<file path="src/design/gef_pkg.sv">
// ----------------------------------------------------------------------------
// Gradient edge filter package
// Shared types, register indexes, kernel mode codes and arithmetic constants.
// ----------------------------------------------------------------------------
package gef_pkg;

  // Widths of the fixed fields.
  localparam int PIX_W      = 8;
  localparam int CFG_DATA_W = 11;
  localparam int CFG_IDX_W  = 2;
  localparam int MODE_W     = 2;
  localparam int GAIN_W     = 8;
  localparam int THR_W      = 9;
  localparam int RAW_W      = 14;  // |gx|+|gy| of the largest kernel stays below 2^14
  localparam int PROD_W     = 22;  // RAW_W + GAIN_W
  localparam int QUOT_W     = 20;  // PROD_W - 2 for the divide by four
  localparam int DIV3_W     = 19;  // product shifted down by three
  localparam int RECIP_W    = 20;
  localparam int RECIP_P_W  = DIV3_W + RECIP_W;

  // Register indexes on the configuration port.
  localparam logic [CFG_IDX_W-1:0] REG_KERNEL_MODE    = 2'd0;
  localparam logic [CFG_IDX_W-1:0] REG_GAIN           = 2'd1;
  localparam logic [CFG_IDX_W-1:0] REG_EDGE_THRESHOLD = 2'd2;
  localparam logic [CFG_IDX_W-1:0] REG_LINE_WIDTH     = 2'd3;

  // Kernel mode codes.
  localparam logic [MODE_W-1:0] MODE_PASS   = 2'd0;
  localparam logic [MODE_W-1:0] MODE_CROSS  = 2'd1;
  localparam logic [MODE_W-1:0] MODE_SOBEL3 = 2'd2;
  localparam logic [MODE_W-1:0] MODE_SOBEL4 = 2'd3;

  // Register reset values.
  localparam logic [MODE_W-1:0]     RST_KERNEL_MODE    = MODE_SOBEL3;
  localparam logic [GAIN_W-1:0]     RST_GAIN           = 8'd4;
  localparam logic [THR_W-1:0]      RST_EDGE_THRESHOLD = 9'd32;
  localparam logic [CFG_DATA_W-1:0] RST_LINE_WIDTH     = 11'd640;
  localparam logic [CFG_DATA_W-1:0] MIN_LINE_WIDTH     = 11'd4;

  // Output saturation level.
  localparam logic [PIX_W-1:0] EDGE_MAX = 8'd255;

  // ceil(2^21 / 3): (y * RECIP3) >> 21 equals y / 3 for every y below 2^21.
  localparam logic [RECIP_W-1:0] RECIP3 = 20'd699051;
  localparam int RECIP_SHIFT = 21;

  typedef logic [PIX_W-1:0] pixel_t;
  typedef logic [RAW_W-1:0] raw_t;
  typedef logic signed [RAW_W-1:0] sgrad_t;

  // Window: index [row][col], row 0 is the oldest line, col 3 the newest column.
  typedef pixel_t [3:0][3:0] win_t;

  // One line-store word: entry 0 is the newest line, entry 2 the oldest.
  typedef pixel_t [2:0] line_word_t;

  // Zero-extend a pixel into the signed gradient width.
  function automatic sgrad_t sext_pix(input pixel_t p);
    sext_pix = sgrad_t'({{(RAW_W-PIX_W){1'b0}}, p});
  endfunction

  // Absolute value of a gradient component.
  function automatic raw_t mag(input sgrad_t v);
    mag = (v < 0) ? raw_t'(-v) : raw_t'(v);
  endfunction

endpackage

</file>
<file path="src/design/gef_kernel.sv">
// ----------------------------------------------------------------------------
// Gradient edge filter kernel
// Forms the L1 gradient magnitude |gx|+|gy| of one 4x4 window for the chosen
// kernel: 2x2 cross difference, 3x3 Sobel or 4x4 extended Sobel.
// ----------------------------------------------------------------------------
module gef_kernel (
  input  gef_pkg::win_t                    win,
  input  logic [gef_pkg::MODE_W-1:0]       mode,
  output gef_pkg::raw_t                    raw
);

  gef_pkg::sgrad_t hx [4];
  gef_pkg::sgrad_t vy [4];
  gef_pkg::sgrad_t gx4, gy4, gx3, gy3, dc1, dc2;

  // Row and column differences of the 4x4 window (right half minus left half,
  // lower half minus upper half).
  always_comb begin
    for (int i = 0; i < 4; i++) begin
      hx[i] = gef_pkg::sext_pix(win[i][2]) + gef_pkg::sext_pix(win[i][3])
            - gef_pkg::sext_pix(win[i][0]) - gef_pkg::sext_pix(win[i][1]);
      vy[i] = gef_pkg::sext_pix(win[2][i]) + gef_pkg::sext_pix(win[3][i])
            - gef_pkg::sext_pix(win[0][i]) - gef_pkg::sext_pix(win[1][i]);
    end
  end

  // Extended Sobel weights the inner rows and columns by two.
  assign gx4 = hx[0] + (hx[1] <<< 1) + (hx[2] <<< 1) + hx[3];
  assign gy4 = vy[0] + (vy[1] <<< 1) + (vy[2] <<< 1) + vy[3];

  // 3x3 Sobel on the lower-right 3x3 part of the window.
  assign gy3 = ((gef_pkg::sext_pix(win[3][2]) - gef_pkg::sext_pix(win[1][2])) <<< 1)
             + gef_pkg::sext_pix(win[3][1]) - gef_pkg::sext_pix(win[1][1])
             + gef_pkg::sext_pix(win[3][3]) - gef_pkg::sext_pix(win[1][3]);
  assign gx3 = ((gef_pkg::sext_pix(win[2][3]) - gef_pkg::sext_pix(win[2][1])) <<< 1)
             + gef_pkg::sext_pix(win[1][3]) - gef_pkg::sext_pix(win[1][1])
             + gef_pkg::sext_pix(win[3][3]) - gef_pkg::sext_pix(win[3][1]);

  // 2x2 cross difference on the lower-right 2x2 part of the window.
  assign dc1 = gef_pkg::sext_pix(win[3][2]) - gef_pkg::sext_pix(win[2][2])
             + gef_pkg::sext_pix(win[3][3]) - gef_pkg::sext_pix(win[2][3]);
  assign dc2 = gef_pkg::sext_pix(win[2][3]) - gef_pkg::sext_pix(win[2][2])
             + gef_pkg::sext_pix(win[3][3]) - gef_pkg::sext_pix(win[3][2]);

  // Select the magnitude of the active kernel.
  always_comb begin
    unique case (mode)
      gef_pkg::MODE_PASS:   raw = '0;
      gef_pkg::MODE_CROSS:  raw = gef_pkg::mag(dc1) + gef_pkg::mag(dc2);
      gef_pkg::MODE_SOBEL3: raw = gef_pkg::mag(gx3) + gef_pkg::mag(gy3);
      default:              raw = gef_pkg::mag(gx4) + gef_pkg::mag(gy4);
    endcase
  end

endmodule
</file>
<file path="config.mk">
export PLATFORM = sky130hd
export DESIGN_NAME = gef_kernel
export DESIGN_NICKNAME = d
export VERILOG_FILES = /design/src/design/gef_pkg.sv /design/src/design/gef_kernel.sv
export SDC_FILE = /design/constraint.sdc
export NUM_CORES = 1
export LEC_CHECK = 0
export ABC_CLOCK_PERIOD_IN_PS = 14600
export BUFFER_PORTS_ARGS = -buffer_cell sky130_fd_sc_hd__buf_2
export CORE_MARGIN = 1
export CORE_UTILIZATION = 58
export DETAILED_ROUTE_END_ITERATION = 8
export GPL_ROUTABILITY_DRIVEN = 0
export PLACE_DENSITY_LB_ADDON = 0.05
export SYNTH_ARGS = -nofsm -noshare
export SYNTH_HDL_FRONTEND = slang
export SYNTH_SLANG_ARGS = --single-unit
</file>
<file path="constraint.sdc">
create_clock -name vclk -period 14.6
set_clock_uncertainty 0.05 [all_clocks]
set_input_delay 3.65 -clock vclk [all_inputs]
set_output_delay 3.65 -clock vclk [all_outputs]
set_load 0.03 [all_outputs]
</file>
==> flow_metrics.tcl <==
set metrics [dict create \
    maxCapViolations 0 \
    port_buffers 144 \
    finalWirelength_um 53700 \
    startpoint_type "input port" \
    yosysMostFrequentCell "inv_1" \
    core_um2 27800 \
    synth_warnings 0 \
    syn-cell-area_um2 16400 \
    max_stage_delay_ps 650 \
    yosys-top-cells-count "inv_1 (503), ha_1 (269), fa_1 (215)" \
    grt_util_all_layers_pct 37.4 \
    synthTopCellsByArea "fa_1 (26%), ha_1 (21%), inv_1 (12%), xnor2_1 (8.7%), a21oi_1 (4.2%)" \
    drive_above_1_share_pct 25.2 \
    critical_path_class "input port to output port" \
    grt_pass1_wl_um 82400 \
    drt-pass1-iter-count 5 \
    slew_headroom_pct 45.7 \
    nNetsFinal 3157 \
    finalSetupViolations 12 \
    route.vias.total 15800 \
    yosysUniqueCellTypes 81 \
    wl_per_cell_um 18.4 \
    dp_hpwl_um 48400 \
    max_freq_ghz 0.0649 \
    postRouteAntennaNets 0 \
    avgSynthCellArea_um2 8.00 \
    drc_errors 0 \
    die_h_um 170 \
    synthCells 2045 \
    cp_max_fo 5 \
    period_needed_ps 15420 \
    end_kind "output port" \
    n_clock_buffer 0 \
    pre_cts_ws_ps -958 \
    num_io_pins 144 \
    rows 61 \
    status "complete, but fails checks" \
    die-width_um 170 \
    synth_top_cell_area_share_pct 26.3 \
    arrival_ps 11720 \
    grt-ovfl-total 0 \
    rsz0062_at_grt "yes" \
    cts-hold-fix-buffers 0 \
    antenna_found_initial 0 \
    start_util_pct 58.9 \
    area_growth_pct 28.4 \
    seq_area_frac_synth_pct 0 \
    worstPathRequired_ps 10900 \
    finalCritPeriodShare_pct 106 \
    die-area_um2 28900 \
    setup_ws_ps -819 \
    num_antenna_cells 0 \
    violations "negative setup slack" \
    tightest_slew_ps 807 \
    yosysTopAreaCell "fa_1" \
    grt_pass1_vias 16100 \
    cp_slowest_cell "fa_2" \
    nFlopsAndLatches 0 \
    hold_viol 0 \
    drv_slew 0 \
    viasPerCell 5.43 \
    seq_area_um2 0 \
    hold_path.class "input port to output port" \
    grt_max_degree 24 \
    drt-initial-drc-count 1098 \
]
[critical path: cells and delay by family]
| kind | cells | cell delay (ps) |
|---|---|---|
| AOI/OAI and AO/OA | 15 | 2890 |
| xor gates and xnor gates | 4 | 720 |
| adders and majority gates | 8 | 3020 |
| buffers and inverters | 8 | 650 |
| muxes | 2 | 430 |
| and+or+nand+nor | 4 | 310 |
[cell families (layout without fill, tap and decap cells)]
family | after synthesis | in the layout | share of synthesized area [%]
buf+inv | 512 | 1003 | 11.8
fa+ha+maj | 484 | 484 | 46.9
compound gates | 419 | 419 | 16.7
simple gates | 391 | 391 | 11.7
xor+xnor | 227 | 227 | 12.2
mux | 11 | 11 | 0.704
other cells | 1 | 6 | 0.0229
[timing repair]
item                                    CTS  global route
resized for setup                        72            85
cloned                                    1             0
hold endpoints to repair                  0             0
endpoints found under the setup margin   13            13
pin swaps                                72            73
setup buffers                            16             7
[final timing paths]
| path | from | endpoint | slack, ps | depth (start not counted) |
|---|---|---|---|---|
| setup / recovery | win[49] | raw[8] | -820 | 41 |
| hold / removal | mode[1] | raw[5] | 7750 | 4 |
[layout make-up]
class,count,area [um^2]
inverters,503,1900
fillers,2212,6790
well taps,378,473
multi-input cells,1538,15100
repair buffers,500,3490
[metal layers]
layer,GRT usage (%),part of all wire [%],vias to the layer above
met1,47.2,41,7511
met5,0,0,-
met4,16.1,5.2,0
li1,-,-,7588
met3,3.79,7.7,131
met2,65.0,47,612
[per-stage QoR]
stage                     hold WS (ps)  TNS [ps]  util, %  instances  area, um^2
after floorplan                   7470     -1600        -       2050       16600
after global placement            7760     -6930     72.8       2896       20200
after global routing              7790    -10240     75.6       2919       21000
after detailed placement          7750     -8080     72.8       2896       20200
after CTS                         7750     -4830     74.1       2913       20600
final                             7750     -6100     75.6       2919       21000
[layout by cell type, fill, tap and decap left out, types with 8 or more instances in the layout]
cell	count
a21o_1	52
a21oi_1	112
a21oi_2	22
buf_2	129
buf_4	354
buf_6	17
fa_1	211
ha_1	254
ha_4	13
inv_1	490
inv_2	10
nand2_1	71
nand2b_1	26
nand3_1	17
nand3b_1	13
nor2_1	135
nor2b_1	26
nor3_1	42
o21a_1	15
o21ai_0	39
o21ai_1	19
o21ai_2	12
o21bai_1	42
o31ai_1	8
or3_1	15
xnor2_1	150
xnor2_2	12
xor2_1	61
Power is left out: the tool's default activity adds up to more than one toggle a clock period on the data nets, which glitch-free logic cannot reach.
